===== src/rtl/core/edpg_pkg.sv =====
// ----------------------------------------------------------------------------
// edpg_pkg
// Types and constants shared by the edge delayed pulse generator.
// ----------------------------------------------------------------------------
package edpg_pkg;

  localparam logic [15:0] WaitTimeout = 16'hFFFF;
  localparam logic [9:0]  SaveCycles  = 10'd1000;
  localparam logic [11:0] MaxSetting  = 12'd3000;
  localparam logic [11:0] MinSetting  = 12'd10;
  localparam logic [11:0] StepSize    = 12'd10;

  localparam int unsigned CfgIdxW  = 2;
  localparam int unsigned CfgDataW = 16;

  localparam logic [CfgIdxW-1:0] CFG_DELAY_START = CfgIdxW'(0);
  localparam logic [CfgIdxW-1:0] CFG_WIDTH_START = CfgIdxW'(1);

  typedef enum logic [6:0] {
    PH_START    = 7'b0000001,
    PH_WAIT_HI  = 7'b0000010,
    PH_DELAY_HI = 7'b0000100,
    PH_PULSE_HI = 7'b0001000,
    PH_WAIT_LO  = 7'b0010000,
    PH_DELAY_LO = 7'b0100000,
    PH_PULSE_LO = 7'b1000000
  } phase_e;

  typedef struct packed {
    phase_e      phase;
    logic [15:0] tick;
    logic [11:0] delay;
    logic [11:0] width;
    logic        key_latch;
    logic [9:0]  save_cnt;
    logic        led;
  } state_t;

  typedef struct packed {
    logic        pulse_out;
    logic        led_out;
    logic        save_strobe;
    logic [11:0] save_delay;
    logic [11:0] save_width;
  } result_t;

endpackage


===== src/rtl/core/edpg_step.sv =====
// ----------------------------------------------------------------------------
// edpg_step
// Next-state and result logic for one tick of the pulse generator.
// ----------------------------------------------------------------------------
module edpg_step
  import edpg_pkg::*;
(
  input  state_t     st_i,
  input  logic       sync_i,
  input  logic [3:0] keys_n_i,
  output state_t     st_o,
  output result_t    res_o
);

  function automatic logic [11:0] step_up(input logic [11:0] v);
    logic [12:0] s;
    s = {1'b0, v} + {1'b0, StepSize};
    if (v >= MaxSetting) begin
      return v;
    end
    if (s > {1'b0, MaxSetting}) begin
      return MaxSetting;
    end
    return s[11:0];
  endfunction

  function automatic logic [11:0] step_down(input logic [11:0] v);
    if (v <= MinSetting) begin
      return v;
    end
    if ((v - MinSetting) < StepSize) begin
      return MinSetting;
    end
    return v - StepSize;
  endfunction

  logic [15:0] tick_inc;
  logic        wait_over;
  logic        pulse;
  logic        strobe;
  logic [11:0] dly;
  logic [11:0] wid;
  logic        latch;
  logic [9:0]  cnt;

  assign tick_inc  = st_i.tick + 16'd1;
  assign wait_over = (tick_inc >= WaitTimeout) || (tick_inc == 16'd0);

  always_comb begin
    st_o   = st_i;
    pulse  = 1'b0;
    strobe = 1'b0;
    dly    = st_i.delay;
    wid    = st_i.width;
    latch  = st_i.key_latch;
    cnt    = st_i.save_cnt;
    unique case (st_i.phase) inside
      PH_WAIT_HI, PH_WAIT_LO: begin
        if (((st_i.phase == PH_WAIT_HI) == sync_i) || wait_over) begin
          st_o.tick  = '0;
          st_o.phase = (st_i.phase == PH_WAIT_HI) ? PH_DELAY_HI : PH_DELAY_LO;
        end else begin
          st_o.tick = tick_inc;
        end
      end
      PH_DELAY_HI, PH_DELAY_LO: begin
        if (tick_inc >= {4'd0, st_i.delay}) begin
          st_o.tick  = '0;
          st_o.phase = (st_i.phase == PH_DELAY_HI) ? PH_PULSE_HI : PH_PULSE_LO;
        end else begin
          st_o.tick = tick_inc;
        end
      end
      PH_PULSE_HI, PH_PULSE_LO: begin
        pulse = 1'b1;
        if (tick_inc >= {4'd0, st_i.width}) begin
          st_o.tick = '0;
          if (st_i.phase == PH_PULSE_HI) begin
            st_o.phase = PH_WAIT_LO;
          end else begin
            st_o.phase = PH_START;
            if (latch && (keys_n_i == 4'hF)) begin
              latch = 1'b0;
              cnt   = SaveCycles;
            end
            if (cnt != 10'd0) begin
              cnt    = cnt - 10'd1;
              strobe = (cnt == 10'd0);
            end
          end
        end else begin
          st_o.tick = tick_inc;
        end
      end
      default: begin
        if (!st_i.key_latch) begin
          if (!keys_n_i[0]) begin
            dly   = step_up(dly);
            latch = 1'b1;
          end
          if (!keys_n_i[1]) begin
            dly   = step_down(dly);
            latch = 1'b1;
          end
          if (!keys_n_i[2]) begin
            wid   = step_up(wid);
            latch = 1'b1;
          end
          if (!keys_n_i[3]) begin
            wid   = step_down(wid);
            latch = 1'b1;
          end
        end
        st_o.led = ~st_i.led;
        if (sync_i || (16'd1 >= WaitTimeout)) begin
          st_o.tick  = '0;
          st_o.phase = PH_DELAY_HI;
        end else begin
          st_o.tick  = 16'd1;
          st_o.phase = PH_WAIT_HI;
        end
      end
    endcase
    st_o.delay     = dly;
    st_o.width     = wid;
    st_o.key_latch = latch;
    st_o.save_cnt  = cnt;
  end

  assign res_o.pulse_out   = pulse;
  assign res_o.led_out     = st_o.led;
  assign res_o.save_strobe = strobe;
  assign res_o.save_delay  = st_o.delay;
  assign res_o.save_width  = st_o.width;

endmodule


===== src/rtl/core/edge_delayed_pulse_generator.sv =====
// ----------------------------------------------------------------------------
// edge_delayed_pulse_generator
// Sync-edge delayed trigger pulse generator with key-adjustable settings.
// ----------------------------------------------------------------------------
// One input beat is one microsecond tick. A beat passes an input register,
// one pass of next-state logic and a result register, and a new beat is
// taken every cycle while input is not stalled. The input register doubles
// as a skid stage: input is stalled only while both registers hold beats
// and the result is not taken. Each sync cycle toggles
// led, applies key steps of 10 (range 10..3000), waits for sync high then sync
// low (each wait up to 65535 ticks), and after each edge waits delay ticks and
// drives the pulse for width ticks. save_strobe fires at the end of the 999th
// sync cycle after the one whose last tick sees the keys released.
// Config writes are always ready and load the working values directly.
// ----------------------------------------------------------------------------
module edge_delayed_pulse_generator
  import edpg_pkg::*;
(
  input  logic                clk_i,
  input  logic                rst_ni,
  input  logic                cfg_valid_i,
  output logic                cfg_ready_o,
  input  logic [CfgIdxW-1:0]  cfg_index_i,
  input  logic [CfgDataW-1:0] cfg_data_i,
  input  logic                s_axis_tvalid_i,
  output logic                s_axis_tready_o,
  // [0] sync_level, [4:1] keys_n, [7:5] zero
  input  logic [7:0]          s_axis_tdata_i,
  output logic                m_axis_tvalid_o,
  input  logic                m_axis_tready_i,
  // [0] pulse_out, [1] led_out, [2] save_strobe, [14:3] save_delay,
  // [26:15] save_width, [31:27] zero
  output logic [31:0]         m_axis_tdata_o
);

  function automatic logic [11:0] validate(input logic [15:0] v);
    if ((v == 16'd0) || (v > {4'd0, MaxSetting})) begin
      return MinSetting;
    end
    return v[11:0];
  endfunction

  logic       in_valid_q;
  logic       sync_q;
  logic [3:0] keys_q;
  logic       out_valid_q;
  result_t    res_q;
  result_t    res_d;
  state_t     st_q;
  state_t     st_d;
  state_t     st_step;
  logic       advance;
  logic       cfg_wr;

  assign advance         = in_valid_q && (!out_valid_q || m_axis_tready_i);
  assign s_axis_tready_o = !in_valid_q || advance;
  assign cfg_ready_o     = 1'b1;
  assign cfg_wr          = cfg_valid_i && cfg_ready_o;

  edpg_step u_step (
    .st_i     (st_q),
    .sync_i   (sync_q),
    .keys_n_i (keys_q),
    .st_o     (st_step),
    .res_o    (res_d)
  );

  always_comb begin
    st_d = st_q;
    if (advance) begin
      st_d = st_step;
    end
    if (cfg_wr) begin
      unique case (cfg_index_i)
        CFG_DELAY_START: st_d.delay = validate(cfg_data_i);
        CFG_WIDTH_START: st_d.width = validate(cfg_data_i);
        default: ;
      endcase
    end
  end

  always_ff @(posedge clk_i or negedge rst_ni) begin
    if (!rst_ni) begin
      in_valid_q  <= 1'b0;
      out_valid_q <= 1'b0;
      st_q.phase     <= PH_START;
      st_q.tick      <= '0;
      st_q.delay     <= MinSetting;
      st_q.width     <= MinSetting;
      st_q.key_latch <= 1'b0;
      st_q.save_cnt  <= '0;
      st_q.led       <= 1'b0;
    end else begin
      st_q <= st_d;
      if (s_axis_tready_o) begin
        in_valid_q <= s_axis_tvalid_i;
      end
      if (advance) begin
        out_valid_q <= 1'b1;
      end else if (m_axis_tready_i) begin
        out_valid_q <= 1'b0;
      end
    end
  end

  always_ff @(posedge clk_i) begin
    if (s_axis_tvalid_i && s_axis_tready_o) begin
      sync_q <= s_axis_tdata_i[0];
      keys_q <= s_axis_tdata_i[4:1];
    end
    if (advance) begin
      res_q <= res_d;
    end
  end

  assign m_axis_tvalid_o = out_valid_q;
  assign m_axis_tdata_o  = {5'd0, res_q.save_width, res_q.save_delay,
                            res_q.save_strobe, res_q.led_out, res_q.pulse_out};

  a_delay_nonzero: assert property (@(posedge clk_i) disable iff (!rst_ni)
    st_q.delay != 12'd0 && st_q.width != 12'd0)
    else $error("working delay or width is zero");

  a_hold_stalled: assert property (@(posedge clk_i) disable iff (!rst_ni)
    in_valid_q && !advance |=> in_valid_q)
    else $error("input register dropped a stalled beat");

  a_strobe_at_start: assert property (@(posedge clk_i) disable iff (!rst_ni)
    advance && res_d.save_strobe |=> st_q.phase == PH_START)
    else $error("save strobe outside cycle end");

  a_pulse_phase: assert property (@(posedge clk_i) disable iff (!rst_ni)
    advance && res_d.pulse_out |-> st_q.phase == PH_PULSE_HI || st_q.phase == PH_PULSE_LO)
    else $error("pulse driven outside pulse phase");

endmodule


===== config.mk =====
export PLATFORM = sky130hd
export DESIGN_NAME = edge_delayed_pulse_generator
export DESIGN_NICKNAME = d
export VERILOG_FILES = /design/src/rtl/core/edpg_pkg.sv /design/src/rtl/core/edpg_step.sv /design/src/rtl/core/edge_delayed_pulse_generator.sv
export SDC_FILE = /design/constraint.sdc
export NUM_CORES = 1
export LEC_CHECK = 0
export ABC_CLOCK_PERIOD_IN_PS = 4860
export CAP_MARGIN = 20
export CORE_AREA = 4 4 120 179
export DETAILED_ROUTE_END_ITERATION = 16
export DIE_AREA = 0 0 124 183
export DONT_BUFFER_PORTS = 1
export GPL_TIMING_DRIVEN = 0
export SLEW_MARGIN = 20
export SYNTH_ARGS = -nofsm -noshare
export SYNTH_HDL_FRONTEND = slang
export SYNTH_HIERARCHICAL = 1
export SYNTH_SLANG_ARGS = --single-unit

===== constraint.sdc =====
create_clock -name clk_i -period 4.86 [get_ports clk_i]
set_input_delay 0.486 -clock clk_i [delete_from_list [all_inputs] [get_ports clk_i]]
set_output_delay 0.486 -clock clk_i [all_outputs]
set_load 0.01 [all_outputs]

==> summary.txt, run 1 <==
STA
  – Final Hold Fails: 2
  – Slew Limit Fails: 0
  – RSZ-0062 raised after global routing: false
  – Final min period: 4.56 ns
  – Finish-stage setup viols: 0
  – Worst-Margin Slew: approximately 1.0 ns
  – Slew margin rel.: a little under a third
  – Final period util: approximately 94%
  – Fmax: ~220 MHz
  – Clock Skews: 0.0127 ns
  – Setup TNS Final: 0 ns
  – Worst Hold Slack: -0.00692 ns

Global routing
  – Largest net degree at the start of global routing: 62
  – Met3 usage: under 10%
  – Met2 GRT Util: 37.4%
  – First-pass GRT wire length: approximately 36 mm
  – Global routing usage on met1: 23.2%
  – Vias in the first global route: 6742
  – Top Usage Layer GRT: met2
  – Initial antenna violation count: 0
  – Tot GR Track Use: between 20% and 30%
  – GRT overflow: 0

Cells and area
  – Layout cells sized above 1: about 15%
  – Area occupied by multi-input gates: 4760 µm²
  – Area grow syn2layout: 9.41%
  – Final #Nets: just under 1000
  – Layout fillers: 1975
  – Core Util, Final: a little over two fifths
  – ANT cells: 0
  – Sequential cell area: approximately 2500 µm²

CTS
  – Worst-case clock buffer depth: 2
  – Clk sinks: 93
  – Clock Pin Slew Worst Setup and Hold Paths: around 0.070 ns
  – CTS tree: done
  – CTS buffer count: 9
  – H-tree depth: 3
  – Clk Tree Root Cell: clkbuf_16
  – Worst-Skew Late Latency: 0.35 ns

Synth
  – Mapped Cells: 894
  – Synthesized flop and latch total: 93
  – Area leader, netlist: dfrtp_1
  – Syn avg cell area: 8.73 µm²
  – Ys Warns: 6
  – Top_reg_cell synth: dfrtp_1
  – Synth area leaders: dfrtp_1 18%, edfxtp_1 12%, mux2_2 5.2%
  – Top-area cell type share of the netlist area: between 15 and 20%
  – Number of synthesized flops with an enable pin: 32
  – Seq/Total Area, Yosys: a little under a third
  – Ys async rst share: about two thirds
  – Netlist cell types: 81
  – Synth Cell Area: between 7000 and 8000 µm²

Die
  – Die W: 124 µm
  – Initial core utilization: between 30% and 40%
  – Core region area: 19800 µm²
  – DIE AREA: roughly 23000 µm²
  – Die H: 183 µm
  – Number of top-level pins: 66
  – FP Rows: 63

Critical path
  – CP delay by family, top: compound AO/OA/AOI/OAI gates
  – Flop2flop setup slack: between 0.2 and 0.3 ns
  – Worst Path Buf+Inv: 2
  – Slowest cell on the critical path: or4_1
  – Crit Path Class: reg -> reg
  – Worst endpoint data arrival time: about 4.8 ns
  – Critical Path Fanout Max: 10
  – Critical Path End Type: register
  – Most used cell, CP: a21oi_1
  – Max incr delay on CP: approximately 0.47 ns
  – Startpoint type of the worst setup path: register
  – Required @ worst endpoint: 5.08 ns
  – Critical path cell sequence: ha_1 -> buf_6 -> or2_1 -> or4_1 -> o211a_1 -> o31ai_2 -> nand2b_1 -> and3_1 -> a21oi_1 -> ha_1 -> nand2_1 -> a21oi_1 -> o211ai_1 -> a21oi_1 -> nor2_1 -> and3_1 -> a221o_1 -> buf_4 -> mux2i_1 -> o2bb2ai_1

Route
  – Per-cell routed wire length: between 15 and 20 µm
  – Vias per cell: a little under 6
  – Final wirelength: roughly 23 mm
  – Pre-antenna DRT Iters: 5
  – Vias: approximately 7000
  – Residual DRC: 0
  – Initial DRC count: ~530
  – Antenna Nets Post-Route: 0

Worst hold path
  – Hold Path Class: in -> async

Job
  – Max cap viols: 0

Outcome
  – Failing checks: negative hold slack
  – Status: finished with violations

Place
  – Port-buffer cells: 0
  – Placer Congestion: 0.912
  – DP HPWL: roughly 18 mm

Power
  – PD cells: around 320 nW/µm²
  – IR drop worst, VDD: between 0.15 and 0.2 mV
  – P_leak: around 3.5 nW
## worst register-to-register path, delay by kind of cell, from the launching register on
family                   cells  cell delay (ns)
AO/OA/AOI/OAI                8             1.65
AND/OR/NAND/NOR              7             1.57
flip-flops                   1             0.40
adder cells (fa/ha/maj)      2             0.39
buffers and inverters        2             0.29
multiplexers                 1             0.13
## sequential cells by signal (all words and copies together) (netlist names)
register         count
keys_q               4
in_valid_q           1
st_q                59
m_axis_tvalid_o      1
m_axis_tdata_o      27
sync_q               1
## layer usage
| layer | share of wire, % | vias up |
|---|---|---|
| li1 | - | 3339 |
| met1 | 40 | 3324 |
| met2 | 52 | 228 |
| met3 | 4.5 | 44 |
| met4 | 3.4 | 0 |
| met5 | 0 | - |
## report_power, final
part	switching [W]	internal [W]
registers	0.000104	0.000913
logic	0.000618	0.000400
clock network	0.000298	0.000412
total	0.00102	0.00173
## cells in the mapped netlist, types with 7 or more instances
| cell type | n |
|---|---|
| inv_1 | 47 |
| a211oi_1 | 10 |
| a21o_1 | 12 |
| o21ai_0 | 40 |
| xnor2_1 | 21 |
| a31oi_1 | 14 |
| nor2_1 | 79 |
| nor4_1 | 13 |
| a21oi_1 | 35 |
| clkbuf_1 | 30 |
| or3_1 | 12 |
| nand2_1 | 60 |
| dfrtp_1 | 56 |
| buf_4 | 34 |
| mux2i_1 | 29 |
| o211ai_1 | 11 |
| a22oi_1 | 7 |
| nand2b_1 | 13 |
| or4_1 | 7 |
| ha_1 | 32 |
| buf_2 | 7 |
| xor2_1 | 11 |
| mux2_2 | 36 |
| o31ai_1 | 13 |
| and3_1 | 13 |
| nand4_1 | 13 |
| o21ai_1 | 14 |
| o2bb2ai_1 | 18 |
| edfxtp_1 | 32 |
| nor3_1 | 29 |
| nand3_1 | 29 |
## layout make-up
cell class              count  area share (%)
plain buffers              76            5.13
clock buffers              12            2.89
clock inverters             4           0.571
inverters                  49            2.15
multi-input cells         679            55.8
flip-flops and latches     93            29.2
well taps                 260            3.81
repair buffers              3           0.498
## placed cells by master (no fill, tap or decap), types with 30 or more instances in the layout
| cell | synthesis | routed |
|---|---|---|
| nor2_1 | 79 | 78 |
| nand2_1 | 60 | 60 |
| dfrtp_1 | 56 | 56 |
| inv_1 | 47 | 46 |
| o21ai_0 | 40 | 38 |
| mux2_2 | 36 | 36 |
| buf_4 | 34 | 36 |
| a21oi_1 | 35 | 33 |
| edfxtp_1 | 32 | 32 |
| ha_1 | 32 | 32 |
| clkbuf_1 | 30 | 30 |
## kinds of logic after synthesis
kind of cell,count (synthesis),synth area share [%]
and+or+nand+nor,306,20.2
AOI/OAI and AO/OA,238,22.1
buffers and inverters,126,8.00
DFF,93,31.9
muxes,65,8.91
adders and majority gates,32,5.13
xor gates and xnor gates,32,3.59
other,2,0.0962
## final timing paths
path	cells after the start	endpoint	startpoint
worst max register to register	20	st_q[14]	st_q[14]
min in group clk_i	0	keys_q[1]	s_axis_tdata_i[2]
worst min-delay path	1	st_q[29]	rst_ni
worst min register to register	1	m_axis_tvalid_o	in_valid_q
worst max-delay path	20	st_q[14]	st_q[14]
max in group asynchronous	1	st_q[52]	rst_ni
## metrics by stage
step | instance area, µm² | std cells | setup slack [ns] | hold WS, ns | power [W]
after CTS | 8480 | 1175 | 0.00648 | 0.0129 | 0.00276
after global placement | 8150 | 1158 | -0.0659 | 0.193 | 0.00201
after global routing | 8540 | 1176 | 0.0197 | 0.0184 | 0.00292
final | 8540 | 1176 | 0.299 | -0.00692 | 0.00275
after floorplan | 7820 | 898 | 0.742 | 0.190 | 0.00176
after detailed placement | 8150 | 1158 | 0.0189 | 0.193 | 0.00201
## what timing repair did
item / in CTS / in global routing
setup endpoints to repair: 2 / 14
pin swaps: 0 / 2
buffers inserted: 0 / 2
gates resized for setup: 1 / 14
hold buffers: 1 / 0
hold endpoints to repair: 61 / 0
Note: power is estimated with default switching activity, not from simulation.
==> inputs of run 2 (changes only) <==
--- a/config.mk
+++ b/config.mk
@@ -11,7 +11,7 @@
 export DETAILED_ROUTE_END_ITERATION = 16
 export DIE_AREA = 0 0 124 183
 export DONT_BUFFER_PORTS = 1
-export GPL_TIMING_DRIVEN = 0
+export GPL_TIMING_DRIVEN = 1
 export SLEW_MARGIN = 20
 export SYNTH_ARGS = -nofsm -noshare
 export SYNTH_HDL_FRONTEND = slang
==> run 2 against run 1 <==
  * Combinational power decreased by 11%
  * Register-to-register slack improved by 0.17 ns
  * First-iteration DRC count decreased by 9.3%
  * The run now ends clean
  * Worst hold slack improved by 0.027 ns
  * Cell count decreased by 4.5%
  * Highest routed layer is now met5
  * Largest cell class unchanged
  * Via count decreased by 3.9%
  * Global-route usage decreased by 1.2 points
  * Core utilization decreased by 1.7 points
==> summary.txt, run 2 (same netlist as run 1, synthesis figures left out) <==
Outcome
  – Status: completed

CTS
  – CTS tree: done
  – Setup repair bufs after CTS: 0
  – Worst-Skew Late Latency: 0.35 ns
  – Clk sinks: 93
  – CTS buffer count: 9
  – H-tree depth: 3
  – # hold bufs at CTS: 1
  – Post-CTS Resized: 0
  – Clock Pin Slew Worst Setup and Hold Paths: 0.08 ns
  – Clk Tree Root Cell: clkbuf_16
  – Worst-case clock buffer depth: 2

Place
  – Port-buffer cells: 0
  – DP Area: 7900 µm²
  – DP HPWL: roughly 16 mm
  – Placer Congestion: approximately 0.9
  – Placed Instances: 1106

Critical path
  – Critical path cell sequence: ha_1 -> or2_1 -> or4_1 -> o211a_1 -> o31ai_1 -> nand2b_1 -> and3_1 -> a21oi_1 -> ha_1 -> nand2_1 -> a21oi_1 -> o211ai_1 -> a21oi_1 -> nor2_1 -> and3_1 -> a221o_1 -> mux2i_1 -> o2bb2ai_1
  – Critical Path Fanout Max: 12
  – Worst setup startpoint: st_q[13]
  – Most used cell, CP: a21oi_1
  – Worst r2r src: st_q[13]
  – Critical Path End Type: register
  – R2r worst-path depth: 18
  – Required @ worst endpoint: between 5 and 6 ns
  – Flop2flop setup slack: about 0.47 ns
  – Max incr delay on CP: approximately 0.47 ns
  – Startpoint type of the worst setup path: register
  – Crit Path Class: reg -> reg
  – Worst endpoint data arrival time: approximately 4.6 ns
  – RR Endpoint: st_q[14]
  – CP Capture Point: st_q[14]
  – Slowest cell on the critical path: or4_1

Cells and area
  – Post-Layout Cell Count: between 1000 and 1500
  – Most common cell after layout, fill and taps aside: nor2_1
  – Max reg flops: slightly below 60
  – Reg with most FFs: st_q
  – Design area: roughly 8200 µm²
  – Final #Nets: slightly above 900
  – Layout cells sized above 1: 12.2%
  – Commonest cells after routing, fill and taps aside: 79 x nor2_1, 59 x nand2_1, 56 x dfrtp_1, 47 x inv_1, 40 x o21ai_0
  – Area grow syn2layout: 5.05%
  – ANT cells: 0

Power
  – Logic pwr share: about a third
  – Clock network power share: 25.5%
  – Sw frac: ~38%
  – PD cells: between 300 and 400 nW/µm²
  – IR drop worst, VDD: 0.152 mV
  – Sw Pwr: 0.000997 W
  – P_leak: 3.36 nW
  – Power Internal: around 0.0016 W
  – Seq pwr share: 40.0%

Route
  – Pre-antenna DRT Iters: 5
  – Vias: between 6000 and 7000
  – Antenna Nets Post-Route: 0
  – Initial DRC count: 480
  – Vias per cell: 5.93
  – Per-cell routed wire length: roughly 19 µm
  – Residual DRC: 0
  – Final wirelength: about 21 mm

Job
  – Max cap viols: 0

STA
  – RSZ-0062 raised after global routing: false
  – Final period util: roughly nine tenths
  – Slew Limit Fails: 0
  – Clock Skews: between 0.015 and 0.02 ns
  – Final Hold Fails: 0
  – Finish-stage setup viols: 0
  – Fmax: about 230 MHz
  – Slew margin rel.: a little over 40%
  – Worst-Margin Slew: 0.881 ns
  – Setup TNS Final: 0 ns
  – Final min period: between 4 and 5 ns

Global routing
  – Initial antenna violation count: 3
  – Tot GR Track Use: a little under a fifth
  – Largest net degree at the start of global routing: a little over 60
  – First-pass GRT wire length: about 34 mm
  – Vias in the first global route: 6447
  – GRT overflow: 0

Die
  – Die H: 183 µm
  – Core region area: a little under 20000 µm²
  – Number of top-level pins: 66
  – FP Rows: 63
  – DIE AREA: around 23000 µm²
  – Initial core utilization: about two fifths
  – Die W: around 120 µm

Worst hold path
  – Hold Path Class: in -> async
[run 2: worst min-delay path by stage]
stage	end	from	slack, ns
floorplan	in_valid_q	rst_ni	0.19
global placement	st_q[30]	rst_ni	0.19
detailed placement	st_q[29]	rst_ni	0.19
CTS	st_q[9]	rst_ni	0.03
global route	st_q[9]	rst_ni	0.04
finish	st_q[9]	rst_ni	0.02
[run 2: metrics by stage]
stage               power (W)  utilization [%]  setup slack, ns  hold WS, ns
detailed placement    0.00196             39.9            0.565        0.193
CTS                   0.00264             41.4            0.531       0.0299
floorplan             0.00176                -            0.742        0.190
finish                0.00263             41.4            0.473       0.0202
global placement      0.00195             39.9            0.577        0.193
global route          0.00280             41.4           0.0231       0.0415
[run 2: critical path, delay by kind of cell (launching register included)]
family,cells,cell delay [ns]
flops,1,0.44
compound gates,8,1.61
mux,1,0.17
fa+ha+maj,2,0.45
simple gates,7,1.58
[run 2: metal layers]
layer | vias to the layer above | GRT usage, % | part of all wire, %
li1 | 3221 | - | -
met1 | 3215 | 21.2 | 39
met2 | 173 | 34.6 | 52
met3 | 50 | 3.05 | 4.0
met4 | 6 | 9.25 | 4.6
met5 | - | 0 | 0.19
[run 2: cell type report]
cell class              count  area (µm²)
clock buffers              10         239
repair buffers             26         215
clock inverters             6        37.5
multi-input cells         679        4710
fillers                  1988       11600
well taps                 260         325
flip-flops and latches     93        2490
inverters                  49         184
[run 2: power by group through the flow]
stage / clock network, W / logic [W] / registers [W]
final: 0.000670 / 0.000905 / 0.00105
after CTS: 0.000678 / 0.000910 / 0.00105
after floorplan: 0 / 0.000762 / 0.000996
after detailed placement: 0 / 0.000891 / 0.00107
after global placement: 0 / 0.000881 / 0.00107
after global routing: 0.000712 / 0.00102 / 0.00107
